==> src/rtl/rpml_pkg.sv <==
// Package for the ramped PI motor speed loop.
// Shared widths, reset values, the configuration bundle and the stage payload.
// No dependencies.
package rpml_pkg;

  localparam int MOTOR_W = 3;
  localparam int RPM_W   = 14;
  localparam int STEP_W  = 12;
  localparam int GAIN_W  = 16;
  localparam int PWM_W   = 16;
  localparam int CNT_W   = 8;
  localparam int ERR_W   = RPM_W + 1;
  localparam int APB_AW  = 4;
  localparam int APB_DW  = 32;

  localparam logic [PWM_W-1:0] PWM_CEILING_RST    = 16'd1499;
  localparam logic [RPM_W-1:0] ERROR_LIMIT_RST    = 14'd300;
  localparam logic [CNT_W-1:0] OVERLOAD_TICKS_RST = 8'd20;

  typedef struct packed {
    logic [PWM_W-1:0] pwm_ceiling;
    logic [RPM_W-1:0] error_limit;
    logic [CNT_W-1:0] overload_ticks;
  } cfg_t;

  // Payload handed from the state stage to the PWM stage.
  typedef struct packed {
    logic [MOTOR_W-1:0]     motor;
    logic                   oob;
    logic [RPM_W-1:0]       tgt;
    logic                   fault;
    logic [GAIN_W-1:0]      kp;
    logic [GAIN_W-1:0]      ki;
    logic [PWM_W-1:0]       flo;
    logic signed [ERR_W-1:0] err;
  } s2_t;

endpackage

==> src/rtl/rpml_cfg_regs.sv <==
// APB-style configuration registers of the motor speed loop.
// Depends on rpml_pkg (cfg_t, reset values, bus widths).
module rpml_cfg_regs (
  input  logic                        clk_i,
  input  logic                        rst_ni,
  input  logic                        psel,
  input  logic                        penable,
  input  logic                        pwrite,
  input  logic [rpml_pkg::APB_AW-1:0] paddr,
  input  logic [rpml_pkg::APB_DW-1:0] pwdata,
  output logic [rpml_pkg::APB_DW-1:0] prdata,
  output logic                        pready,
  output rpml_pkg::cfg_t              cfg_o
);
  import rpml_pkg::*;

  localparam logic [1:0] REG_PWM_CEILING    = 2'd0;
  localparam logic [1:0] REG_ERROR_LIMIT    = 2'd1;
  localparam logic [1:0] REG_OVERLOAD_TICKS = 2'd2;

  cfg_t       cfg_q, cfg_d;
  logic [1:0] reg_idx;
  logic       wr_en;

  assign reg_idx = paddr[3:2];
  assign wr_en   = psel & penable & pwrite;
  assign pready  = 1'b1;
  assign cfg_o   = cfg_q;

  always_comb begin
    cfg_d = cfg_q;
    if (wr_en) begin
      unique case (reg_idx)
        REG_PWM_CEILING:    cfg_d.pwm_ceiling    = pwdata[PWM_W-1:0];
        REG_ERROR_LIMIT:    cfg_d.error_limit    = pwdata[RPM_W-1:0];
        REG_OVERLOAD_TICKS: cfg_d.overload_ticks = pwdata[CNT_W-1:0];
        default:            cfg_d = cfg_q;
      endcase
    end
  end

  always_comb begin
    unique case (reg_idx)
      REG_PWM_CEILING:    prdata = APB_DW'(cfg_q.pwm_ceiling);
      REG_ERROR_LIMIT:    prdata = APB_DW'(cfg_q.error_limit);
      REG_OVERLOAD_TICKS: prdata = APB_DW'(cfg_q.overload_ticks);
      default:            prdata = '0;
    endcase
  end

  always_ff @(posedge clk_i or negedge rst_ni) begin
    if (!rst_ni) begin
      cfg_q.pwm_ceiling    <= PWM_CEILING_RST;
      cfg_q.error_limit    <= ERROR_LIMIT_RST;
      cfg_q.overload_ticks <= OVERLOAD_TICKS_RST;
    end else begin
      cfg_q <= cfg_d;
    end
  end

endmodule

==> src/rtl/rpml_state_unit.sv <==
// State stage: per-motor memory of target, overload count and integral.
// Read on accept, ramp/overload/integral update, write back as the item advances.
// Depends on rpml_pkg.
module rpml_state_unit #(
  parameter int MOTORS        = 8,
  parameter int INTEGRAL_BITS = 24
) (
  input  logic                              clk_i,
  input  logic                              rst_ni,
  input  logic                              adv_i,
  input  logic                              in_valid_i,
  input  logic [rpml_pkg::MOTOR_W-1:0]      motor_index_i,
  input  logic [rpml_pkg::RPM_W-1:0]        measured_rpm_i,
  input  logic                              run_enable_i,
  input  logic [rpml_pkg::RPM_W-1:0]        set_rpm_i,
  input  logic [rpml_pkg::STEP_W-1:0]       ramp_step_i,
  input  logic [rpml_pkg::GAIN_W-1:0]       prop_gain_i,
  input  logic [rpml_pkg::GAIN_W-1:0]       integ_gain_i,
  input  logic [rpml_pkg::PWM_W-1:0]        pwm_floor_i,
  input  rpml_pkg::cfg_t                    cfg_i,
  output logic                              s2_valid_o,
  output rpml_pkg::s2_t                     s2_o,
  output logic signed [INTEGRAL_BITS-1:0]   s2_integ_o
);
  import rpml_pkg::*;

  localparam int AW = (MOTORS > 1) ? $clog2(MOTORS) : 1;
  localparam int IB = INTEGRAL_BITS;
  localparam int MW = RPM_W + CNT_W + IB;
  localparam logic signed [IB-1:0] IMAX = {1'b0, {(IB-1){1'b1}}};
  localparam logic signed [IB-1:0] IMIN = {1'b1, {(IB-1){1'b0}}};

  // state memory, entry = {target, count, integral}
  logic [MW-1:0]    state_mem_q [MOTORS];
  logic [MOTORS-1:0] entry_vld_q;
  logic [MW-1:0]    rd_data_q;
  logic             rd_vld_q;

  // last write, covers the read issued on the same edge
  logic             lw_vld_q;
  logic [AW-1:0]    lw_addr_q;
  logic [MW-1:0]    lw_data_q;

  // stage 1 item
  logic               v1_q;
  logic [MOTOR_W-1:0] motor_q;
  logic [RPM_W-1:0]   meas_q;
  logic               run_q;
  logic [RPM_W-1:0]   set_q;
  logic [STEP_W-1:0]  step_q;
  logic [GAIN_W-1:0]  kp_q;
  logic [GAIN_W-1:0]  ki_q;
  logic [PWM_W-1:0]   flo_q;

  logic               s2_valid_q;
  s2_t                s2_q, s2_d;
  logic signed [IB-1:0] s2_integ_q;

  logic                 accept, oob1, wr_en;
  logic [MOTOR_W+AW-1:0] idx_in_ext, idx1_ext;
  logic [AW-1:0]        addr_in, addr1;
  logic [MW-1:0]        cur, new_state;
  logic [RPM_W-1:0]     tgt_cur, tgt_new;
  logic [CNT_W-1:0]     cnt_cur, cnt_inc, cnt_new;
  logic signed [IB-1:0] integ_cur, integ_new;
  logic signed [IB:0]   isum;
  logic [RPM_W:0]       up_sum;
  logic signed [ERR_W-1:0] step_s, dn_s, err, neg_err;
  logic [RPM_W-1:0]     mag;
  logic                 fault;

  assign accept     = in_valid_i & adv_i;
  assign idx_in_ext = {{AW{1'b0}}, motor_index_i};
  assign idx1_ext   = {{AW{1'b0}}, motor_q};
  assign addr_in    = idx_in_ext[AW-1:0];
  assign addr1      = idx1_ext[AW-1:0];
  assign oob1       = 32'(motor_q) >= 32'(MOTORS);
  assign wr_en      = adv_i & v1_q & ~oob1;

  always_comb begin
    if (lw_vld_q && (lw_addr_q == addr1)) begin
      cur = lw_data_q;
    end else if (rd_vld_q) begin
      cur = rd_data_q;
    end else begin
      cur = '0;
    end
  end

  assign tgt_cur   = cur[MW-1 -: RPM_W];
  assign cnt_cur   = cur[IB +: CNT_W];
  assign integ_cur = $signed(cur[IB-1:0]);

  // ramp
  assign up_sum = {1'b0, tgt_cur} + (RPM_W+1)'(step_q);
  assign step_s = $signed({3'b000, step_q});
  assign dn_s   = $signed({1'b0, tgt_cur}) - step_s;

  always_comb begin
    tgt_new = tgt_cur;
    if (run_q) begin
      if (tgt_cur <= set_q) begin
        tgt_new = (up_sum > {1'b0, set_q}) ? set_q : up_sum[RPM_W-1:0];
      end
    end else if (tgt_cur != '0) begin
      tgt_new = (dn_s <= step_s) ? '0 : dn_s[RPM_W-1:0];
    end
  end

  // error and overload count
  assign err     = $signed({1'b0, tgt_new}) - $signed({1'b0, meas_q});
  assign neg_err = -err;
  assign mag     = err[ERR_W-1] ? neg_err[RPM_W-1:0] : err[RPM_W-1:0];
  assign cnt_inc = (cnt_cur != {CNT_W{1'b1}}) ? cnt_cur + 8'd1 : cnt_cur;

  always_comb begin
    fault   = 1'b0;
    cnt_new = '0;
    if (mag >= cfg_i.error_limit) begin
      if (cnt_inc >= cfg_i.overload_ticks) begin
        fault = 1'b1;
      end else begin
        cnt_new = cnt_inc;
      end
    end
  end

  // saturating integral
  assign isum = {integ_cur[IB-1], integ_cur} + {{(IB+1-ERR_W){err[ERR_W-1]}}, err};

  always_comb begin
    if (isum[IB] != isum[IB-1]) begin
      integ_new = isum[IB] ? IMIN : IMAX;
    end else begin
      integ_new = isum[IB-1:0];
    end
  end

  assign new_state = {tgt_new, cnt_new, integ_new};

  always_comb begin
    s2_d.motor = motor_q;
    s2_d.oob   = oob1;
    s2_d.tgt   = oob1 ? '0 : tgt_new;
    s2_d.fault = oob1 ? 1'b0 : fault;
    s2_d.kp    = kp_q;
    s2_d.ki    = ki_q;
    s2_d.flo   = flo_q;
    s2_d.err   = err;
  end

  always_ff @(posedge clk_i) begin
    if (accept) begin
      rd_data_q <= state_mem_q[addr_in];
      motor_q   <= motor_index_i;
      meas_q    <= measured_rpm_i;
      run_q     <= run_enable_i;
      set_q     <= set_rpm_i;
      step_q    <= ramp_step_i;
      kp_q      <= prop_gain_i;
      ki_q      <= integ_gain_i;
      flo_q     <= pwm_floor_i;
    end
    if (wr_en) begin
      state_mem_q[addr1] <= new_state;
      lw_data_q          <= new_state;
    end
    if (adv_i) begin
      s2_q       <= s2_d;
      s2_integ_q <= integ_new;
    end
  end

  always_ff @(posedge clk_i or negedge rst_ni) begin
    if (!rst_ni) begin
      v1_q        <= 1'b0;
      s2_valid_q  <= 1'b0;
      entry_vld_q <= '0;
      rd_vld_q    <= 1'b0;
      lw_vld_q    <= 1'b0;
      lw_addr_q   <= '0;
    end else begin
      if (adv_i) begin
        v1_q       <= in_valid_i;
        s2_valid_q <= v1_q;
      end
      if (accept) begin
        rd_vld_q <= entry_vld_q[addr_in];
      end
      if (wr_en) begin
        entry_vld_q[addr1] <= 1'b1;
        lw_vld_q           <= 1'b1;
        lw_addr_q          <= addr1;
      end
    end
  end

  assign s2_valid_o = s2_valid_q;
  assign s2_o       = s2_q;
  assign s2_integ_o = s2_integ_q;

endmodule

==> src/rtl/rpml_pwm_unit.sv <==
// PWM stage: gain products, per-motor PWM memory, floor/ceiling and result register.
// Depends on rpml_pkg.
module rpml_pwm_unit #(
  parameter int MOTORS         = 8,
  parameter int GAIN_FRAC_BITS = 8,
  parameter int INTEGRAL_BITS  = 24
) (
  input  logic                             clk_i,
  input  logic                             rst_ni,
  input  logic                             adv_i,
  input  logic                             s2_valid_i,
  input  rpml_pkg::s2_t                    s2_i,
  input  logic signed [INTEGRAL_BITS-1:0]  s2_integ_i,
  input  rpml_pkg::cfg_t                   cfg_i,
  output logic                             out_valid_o,
  output logic [rpml_pkg::MOTOR_W-1:0]     out_motor_o,
  output logic [rpml_pkg::PWM_W-1:0]       pwm_value_o,
  output logic [rpml_pkg::RPM_W-1:0]       ramped_target_o,
  output logic                             speed_fault_o
);
  import rpml_pkg::*;

  localparam int AW   = (MOTORS > 1) ? $clog2(MOTORS) : 1;
  localparam int IB   = INTEGRAL_BITS;
  localparam int PPW  = GAIN_W + 1 + ERR_W;
  localparam int PIW  = GAIN_W + 1 + IB;
  localparam int SUMW = PIW + 1;

  logic [PWM_W-1:0]  pwm_mem_q [MOTORS];
  logic [MOTORS-1:0] pwm_vld_q;
  logic [PWM_W-1:0]  rd_pwm_q;
  logic              rd_vld_q;
  logic              lw_vld_q;
  logic [AW-1:0]     lw_addr_q;
  logic [PWM_W-1:0]  lw_pwm_q;

  // stage 3 item
  logic                  v3_q;
  logic [MOTOR_W-1:0]    motor3_q;
  logic                  oob3_q;
  logic [RPM_W-1:0]      tgt3_q;
  logic                  fault3_q;
  logic [PWM_W-1:0]      flo3_q;
  logic signed [PPW-1:0] prod_p_q;
  logic signed [PIW-1:0] prod_i_q;

  logic               out_valid_q;
  logic [MOTOR_W-1:0] out_motor_q;
  logic [PWM_W-1:0]   pwm_q;
  logic [RPM_W-1:0]   tgt_q;
  logic               fault_q;

  logic [MOTOR_W+AW-1:0] idx2_ext, idx3_ext;
  logic [AW-1:0]         addr2, addr3;
  logic signed [PPW-1:0] prod_p_d;
  logic signed [PIW-1:0] prod_i_d;
  logic signed [SUMW-1:0] sum, shifted;
  logic [SUMW:0]         calc;
  logic [PWM_W-1:0]      pwm_old, pwm_new;
  logic                  wr_en;

  assign idx2_ext = {{AW{1'b0}}, s2_i.motor};
  assign idx3_ext = {{AW{1'b0}}, motor3_q};
  assign addr2    = idx2_ext[AW-1:0];
  assign addr3    = idx3_ext[AW-1:0];
  assign wr_en    = adv_i & v3_q & ~oob3_q;

  assign prod_p_d = $signed({1'b0, s2_i.kp}) * s2_i.err;
  assign prod_i_d = $signed({1'b0, s2_i.ki}) * s2_integ_i;

  always_comb begin
    if (lw_vld_q && (lw_addr_q == addr3)) begin
      pwm_old = lw_pwm_q;
    end else if (rd_vld_q) begin
      pwm_old = rd_pwm_q;
    end else begin
      pwm_old = '0;
    end
  end

  // floor shift, then offset; a non-positive scaled term lands on the floor
  assign sum     = SUMW'(prod_i_q) + SUMW'(prod_p_q);
  assign shifted = sum >>> GAIN_FRAC_BITS;
  assign calc    = {1'b0, shifted} + (SUMW+1)'(flo3_q);

  always_comb begin
    if (shifted <= 0) begin
      pwm_new = flo3_q;
    end else if (calc <= (SUMW+1)'(cfg_i.pwm_ceiling)) begin
      pwm_new = calc[PWM_W-1:0];
    end else begin
      pwm_new = pwm_old;
    end
  end

  always_ff @(posedge clk_i) begin
    if (adv_i) begin
      rd_pwm_q  <= pwm_mem_q[addr2];
      motor3_q  <= s2_i.motor;
      oob3_q    <= s2_i.oob;
      tgt3_q    <= s2_i.tgt;
      fault3_q  <= s2_i.fault;
      flo3_q    <= s2_i.flo;
      prod_p_q  <= prod_p_d;
      prod_i_q  <= prod_i_d;
      out_motor_q <= motor3_q;
      pwm_q       <= oob3_q ? '0 : pwm_new;
      tgt_q       <= tgt3_q;
      fault_q     <= fault3_q;
    end
    if (wr_en) begin
      pwm_mem_q[addr3] <= pwm_new;
      lw_pwm_q         <= pwm_new;
    end
  end

  always_ff @(posedge clk_i or negedge rst_ni) begin
    if (!rst_ni) begin
      v3_q        <= 1'b0;
      out_valid_q <= 1'b0;
      pwm_vld_q   <= '0;
      rd_vld_q    <= 1'b0;
      lw_vld_q    <= 1'b0;
      lw_addr_q   <= '0;
    end else begin
      if (adv_i) begin
        v3_q        <= s2_valid_i;
        out_valid_q <= v3_q;
        rd_vld_q    <= pwm_vld_q[addr2];
      end
      if (wr_en) begin
        pwm_vld_q[addr3] <= 1'b1;
        lw_vld_q         <= 1'b1;
        lw_addr_q        <= addr3;
      end
    end
  end

  assign out_valid_o     = out_valid_q;
  assign out_motor_o     = out_motor_q;
  assign pwm_value_o     = pwm_q;
  assign ramped_target_o = tgt_q;
  assign speed_fault_o   = fault_q;

endmodule

==> src/rtl/ramped_pi_motor_speed_loop.sv <==
// Top level of the ramped PI motor speed loop.
// Instantiates rpml_cfg_regs, rpml_state_unit and rpml_pwm_unit; uses rpml_pkg.
//
//   Channel | Handshake             | Payload
//   --------+-----------------------+-----------------------------------------------
//   in      | in_valid_i/in_ready_o | motor_index, measured_rpm, run_enable, set_rpm,
//           |                       | ramp_step, prop_gain, integ_gain, pwm_floor
//   out     | out_valid_o/out_ready_i | out_motor, pwm_value, ramped_target, speed_fault
//   cfg     | psel/penable/pwrite   | paddr, pwdata, prdata (pready tied high)
//
// Four-stage pipeline: accept/state read, state update and write-back, gain
// multiply plus PWM read, PWM select and write-back into the result register.
// One transaction per cycle sustained while results are taken; out_valid_o rises
// when the item reaches the result register.
// Reset clears the valid bits of both per-motor memories at once, so every
// motor starts at zero with no clearing pass. A stalled result freezes the
// whole pipeline; in_ready_o stays high while the result register is empty or
// being taken.
module ramped_pi_motor_speed_loop #(
  parameter int MOTORS         = 8,
  parameter int GAIN_FRAC_BITS = 8,
  parameter int INTEGRAL_BITS  = 24
) (
  input  logic                        clk_i,
  input  logic                        rst_ni,
  // input transactions
  input  logic                        in_valid_i,
  output logic                        in_ready_o,
  input  logic [rpml_pkg::MOTOR_W-1:0] motor_index_i,
  input  logic [rpml_pkg::RPM_W-1:0]  measured_rpm_i,
  input  logic                        run_enable_i,
  input  logic [rpml_pkg::RPM_W-1:0]  set_rpm_i,
  input  logic [rpml_pkg::STEP_W-1:0] ramp_step_i,
  input  logic [rpml_pkg::GAIN_W-1:0] prop_gain_i,
  input  logic [rpml_pkg::GAIN_W-1:0] integ_gain_i,
  input  logic [rpml_pkg::PWM_W-1:0]  pwm_floor_i,
  // result transactions
  output logic                        out_valid_o,
  input  logic                        out_ready_i,
  output logic [rpml_pkg::MOTOR_W-1:0] out_motor_o,
  output logic [rpml_pkg::PWM_W-1:0]  pwm_value_o,
  output logic [rpml_pkg::RPM_W-1:0]  ramped_target_o,
  output logic                        speed_fault_o,
  // configuration
  input  logic                        psel,
  input  logic                        penable,
  input  logic                        pwrite,
  input  logic [rpml_pkg::APB_AW-1:0] paddr,
  input  logic [rpml_pkg::APB_DW-1:0] pwdata,
  output logic [rpml_pkg::APB_DW-1:0] prdata,
  output logic                        pready
);
  import rpml_pkg::*;

  cfg_t                           cfg;
  logic                           adv;
  logic                           s2_valid;
  s2_t                            s2;
  logic signed [INTEGRAL_BITS-1:0] s2_integ;
  logic                           out_valid;

  // Every stage moves together whenever the result register can take a new value.
  assign adv         = ~out_valid | out_ready_i;
  assign in_ready_o  = adv;
  assign out_valid_o = out_valid;

  rpml_cfg_regs u_cfg (
    .clk_i   (clk_i),
    .rst_ni  (rst_ni),
    .psel    (psel),
    .penable (penable),
    .pwrite  (pwrite),
    .paddr   (paddr),
    .pwdata  (pwdata),
    .prdata  (prdata),
    .pready  (pready),
    .cfg_o   (cfg)
  );

  // target / overload count / integral, read-modify-write with last-write bypass
  rpml_state_unit #(
    .MOTORS        (MOTORS),
    .INTEGRAL_BITS (INTEGRAL_BITS)
  ) u_state (
    .clk_i          (clk_i),
    .rst_ni         (rst_ni),
    .adv_i          (adv),
    .in_valid_i     (in_valid_i),
    .motor_index_i  (motor_index_i),
    .measured_rpm_i (measured_rpm_i),
    .run_enable_i   (run_enable_i),
    .set_rpm_i      (set_rpm_i),
    .ramp_step_i    (ramp_step_i),
    .prop_gain_i    (prop_gain_i),
    .integ_gain_i   (integ_gain_i),
    .pwm_floor_i    (pwm_floor_i),
    .cfg_i          (cfg),
    .s2_valid_o     (s2_valid),
    .s2_o           (s2),
    .s2_integ_o     (s2_integ)
  );

  // gain products, stored PWM for the hold-above-ceiling case, result register
  rpml_pwm_unit #(
    .MOTORS         (MOTORS),
    .GAIN_FRAC_BITS (GAIN_FRAC_BITS),
    .INTEGRAL_BITS  (INTEGRAL_BITS)
  ) u_pwm (
    .clk_i           (clk_i),
    .rst_ni          (rst_ni),
    .adv_i           (adv),
    .s2_valid_i      (s2_valid),
    .s2_i            (s2),
    .s2_integ_i      (s2_integ),
    .cfg_i           (cfg),
    .out_valid_o     (out_valid),
    .out_motor_o     (out_motor_o),
    .pwm_value_o     (pwm_value_o),
    .ramped_target_o (ramped_target_o),
    .speed_fault_o   (speed_fault_o)
  );

endmodule
==> config.mk <==
export PLATFORM = sky130hd
export DESIGN_NAME = ramped_pi_motor_speed_loop
export DESIGN_NICKNAME = d
export VERILOG_FILES = /design/src/rtl/rpml_pkg.sv /design/src/rtl/rpml_cfg_regs.sv /design/src/rtl/rpml_state_unit.sv /design/src/rtl/rpml_pwm_unit.sv /design/src/rtl/ramped_pi_motor_speed_loop.sv
export SDC_FILE = /design/constraint.sdc
export NUM_CORES = 2
export LEC_CHECK = 0
export ABC_AREA = 1
export ABC_CLOCK_PERIOD_IN_PS = 17200
export BUFFER_PORTS_ARGS = -buffer_cell sky130_fd_sc_hd__buf_2
export CAP_MARGIN = 15
export CORE_AREA = 2 2 361 363
export DETAILED_ROUTE_END_ITERATION = 16
export DIE_AREA = 0 0 363 365
export PLACE_DENSITY_LB_ADDON = 0.25
export SLEW_MARGIN = 40
export SYNTH_ARGS = -nofsm -noshare
export SYNTH_HDL_FRONTEND = slang
export SYNTH_SLANG_ARGS = --single-unit
==> constraint.sdc <==
create_clock -name clk_i -period 17.2 [get_ports clk_i]
set_input_delay 3.44 -clock clk_i [delete_from_list [all_inputs] [get_ports clk_i]]
set_output_delay 3.44 -clock clk_i [all_outputs]
set_load 0.01 [all_outputs]
==> out/results.md <==
• **result of the run** finished clean
• **Setup Buffers After CTS** 0
• **Arr. time, crit path** 13.48 ns
• **Setup Viol. Count Final** 0
• **post-cts resize count** 0
• **total of max-cap violations** 0
• **top library cells by usage in the layout, fill and taps aside** 1430 x nand2_1, 1310 x inv_1, 958 x edfxtp_1
• **number of flops mapped to enable cells by yosys** 958
• **setup_tns** 0 ns
• **top_reg_cell synth** edfxtp_1
• **Worst Reg-to-Reg Cells** 61
• **number of design rule violations left after detail routing** 0
• **via count of the routed design** 50200
• **overall die height** 365 µm
• **fraction of the yosys area taken by sequential cells** 0.435
• **synthesis warning total** 0
• **post-route cell area** 76000 µm²
• **overall die area** 132000 µm²
• **via count of the first global-routing pass** 49700
• **crit path time final** 13.07 ns
• **crit end category** flip-flop
• **peak fanout along the critical path** 28
• **Worst Setup EP** u_state.state_mem_q[3][2]$_DFFE_PP_
• **critical path's slowest cell** o21ai_1
• **worst relative slew slack** 0.366
• **TritonCTS clock tree** yes
• **wire length of the first global-routing pass** 281 mm
• **clock sinks** 1026
• **number of slew-limit violations in the final report** 0
• **Setup Crit Path Kind** flip-flop to flip-flop
• **CTS root buffer** clkbuf_16
• **CTS clock-pin slew for the worst setup and hold paths** 0.06 ns
• **Post-Syn Area** 70100 µm²
• **Hold WC Path Type** flip-flop to flip-flop
• **total number of H-tree levels** 3
• **clock latency of the later-clocked register in the worst-skew pair** 0.74 ns
• **WL/cell** 19.9 µm
• **total wire length after detailed routing** 181 mm
• **RSZ-0062 raised after global routing** false
• **core region area** 129000 µm²
• **total half-perimeter wirelength after legalization and detailed placement** 132 mm
• **most numerous cell on the critical path** nand2_1
• **async set-or-reset flop fraction in the synthesized netlist** 0.0663
• **Final ANT Viol Nets** 0
• **maximum number of pins on one net before global-route repair** 111
• **Post-Route Skew** 0.0661 ns
• **most common library cell in the layout ignoring fill and taps** nand2_1
• **final clock period utilization by the worst path** 0.760
• **count of input and output buffers** 168
• **post-cts hold buffer count** 0
• **worst-margin pin slew** 0.951 ns
• **global router's overall resource usage** 0.277
• **final weighted congestion in routability-driven placement** 1.01
• **achievable frequency** 0.0765 GHz
• **Total Nets Final** 8451
• **per-instance average area after synthesis** 9.66 µm²
• **count of TritonRoute iterations in the first routing pass** 8
• **distinct cell type count after synthesis** 63
• **share of cells above drive strength 1** 0.0742
• **setup slack of the most critical reg-to-reg path** 4.13 ns
• **required time worst endpoint** 17.61 ns
• **critical path startpoint** u_state.addr1[1]$_DFFE_PP_
• **category of the worst setup path launch point** flip-flop
• **residual overflow from global routing** 0
• **maximum count of clock buffers along a single path** 3
• **depth of the critical timing path with buffers and inverters included** 61
• **post-detailed-placement cell area** 72800 µm²
• **Final Hold Fails** 0
• **via/cell ratio** 5.52
• **antenna violations before repair** 3
• **boundary pin count** 204
• **DRT iter0 DRCs** 4683
• **CTS Buf Count** 103
• **end of the worst register-to-register path** u_state.state_mem_q[3][2]$_DFFE_PP_
• **max incr delay on CP** 0.77 ns
• **kind of cell adding the most delay to the critical path** compound AO/OA/AOI/OAI gates
• **standard-cell row count** 132
• **initial core utilization** 0.545
• **area added between synthesis and finish** 8.42%
• **number of instances in the synthesized netlist** 7258
• **DIE WIDTH** 363 µm
• **beginning of the worst register-to-register path** u_state.addr1[1]$_DFFE_PP_
• **Ant. Diodes** 0
• **buffers and inverters on the worst path** 8
• **Yosys reg bits** 1026
kinds of logic after synthesis:
| group | after synthesis | share of synthesized area |
|---|---|---|
| and+or+nand+nor | 2460 | 0.143 |
| buffers and inverters | 1628 | 0.0885 |
| DFF | 1026 | 0.435 |
| AOI/OAI and AO/OA | 994 | 0.0777 |
| adders and majority gates | 976 | 0.234 |
| xor gates and xnor gates | 172 | 0.0215 |
| other | 2 | 0.000107 |
per-stage QoR:
stage          hold slack [ns]  std cells  utilization  setup WS (ns)
2_1_floorplan            0.400       7273            -           4.41
3_3_place_gp             0.401       8888        0.564           4.21
3_5_place_dp             0.405       8906        0.565           4.21
4_1_cts                  0.417       9088        0.590           4.16
5_1_grt                  0.420       9092        0.591           2.81
6_report                 0.414       9092        0.591           4.13
synthesized netlist by cell type, types with 8 or more instances:
cell / instances / share of area
a21o_1: 11 / 0.0012
a21oi_1: 248 / 0.018
a31oi_1: 76 / 0.0068
buf_1: 10 / 0.00054
buf_2: 10 / 0.00071
buf_4: 19 / 0.0020
clkbuf_1: 245 / 0.013
clkinv_1: 9 / 0.00048
dfrtp_1: 54 / 0.019
dfstp_2: 14 / 0.0052
edfxtp_1: 958 / 0.41
fa_1: 563 / 0.16
ha_1: 413 / 0.074
inv_1: 1315 / 0.070
inv_2: 17 / 0.00091
nand2_1: 1431 / 0.077
nand2_2: 33 / 0.0029
nand3_1: 135 / 0.0096
nand3_2: 8 / 0.0011
nand3b_1: 9 / 0.00096
nand4_1: 53 / 0.0047
nor2_1: 672 / 0.036
nor2_2: 13 / 0.0012
nor3_1: 43 / 0.0031
nor4_1: 8 / 0.00071
o211ai_1: 11 / 0.0012
o21ai_0: 473 / 0.034
o21ai_1: 27 / 0.0019
o21bai_1: 11 / 0.0012
o221ai_1: 15 / 0.0019
o22ai_1: 79 / 0.0070
or2_2: 35 / 0.0031
xnor2_1: 52 / 0.0065
xor2_1: 120 / 0.015
final cells by class:
cell class | instances | area [µm²]
inverter | 1342 | 5060
tap | 1675 | 2100
fill | 10800 | 52600
clock buffer | 128 | 2710
sequential | 1026 | 30500
clock inverter | 54 | 485
timing repair buffer | 248 | 1590
multi-input combinational | 4619 | 33600
worst min-delay path by stage:
stage	start	slack, ns	to	cells past startpoint
floorplan	u_state.s2_o[63]$_SDFFCE_PN0N_	0.40	u_pwm.fault3_q$_DFFE_PN_	0
global placement	u_state.kp_q[15]$_DFFE_PP_	0.40	u_state.s2_o[62]$_DFFE_PN_	0
detailed placement	u_pwm.tgt3_q[10]$_DFFE_PN_	0.40	u_pwm.ramped_target_o[10]$_DFFE_PN_	0
CTS	u_state.s2_o[15]$_DFFE_PN_	0.42	u_pwm.flo3_q[0]$_DFFE_PN_	0
global route	u_state.s2_o[15]$_DFFE_PN_	0.42	u_pwm.flo3_q[0]$_DFFE_PN_	0
finish	u_state.s2_o[25]$_DFFE_PN_	0.41	u_pwm.flo3_q[10]$_DFFE_PN_	0
flip-flops by register name, summed over array words and instances, names as in the netlist, 24 cells and up:
name and flops:
u_state.rd_data_q 46, u_pwm.prod_p_q 32, u_state.lw_data_q 46, u_state.s2_o 81, u_cfg.cfg_o 38, u_pwm.pwm_mem_q 128
u_state.s2_integ_o 24, u_state.state_mem_q 368, u_pwm.prod_i_q 41
routing by layer:
| metal | routed length (µm) | track usage | share of wire | vias up |
|---|---|---|---|---|
| li1 | - | - | - | 23400 |
| met1 | 77100 | 0.386 | 0.43 | 24600 |
| met2 | 83200 | 0.445 | 0.46 | 1900 |
| met3 | 14800 | 0.0456 | 0.082 | 270 |
| met4 | 5880 | 0.0916 | 0.033 | 0 |
| met5 | 0 | 0 | 0 | - |
Power is not shown: default switching activity piles up to over one toggle a cycle in this logic, so the estimate is an artifact.
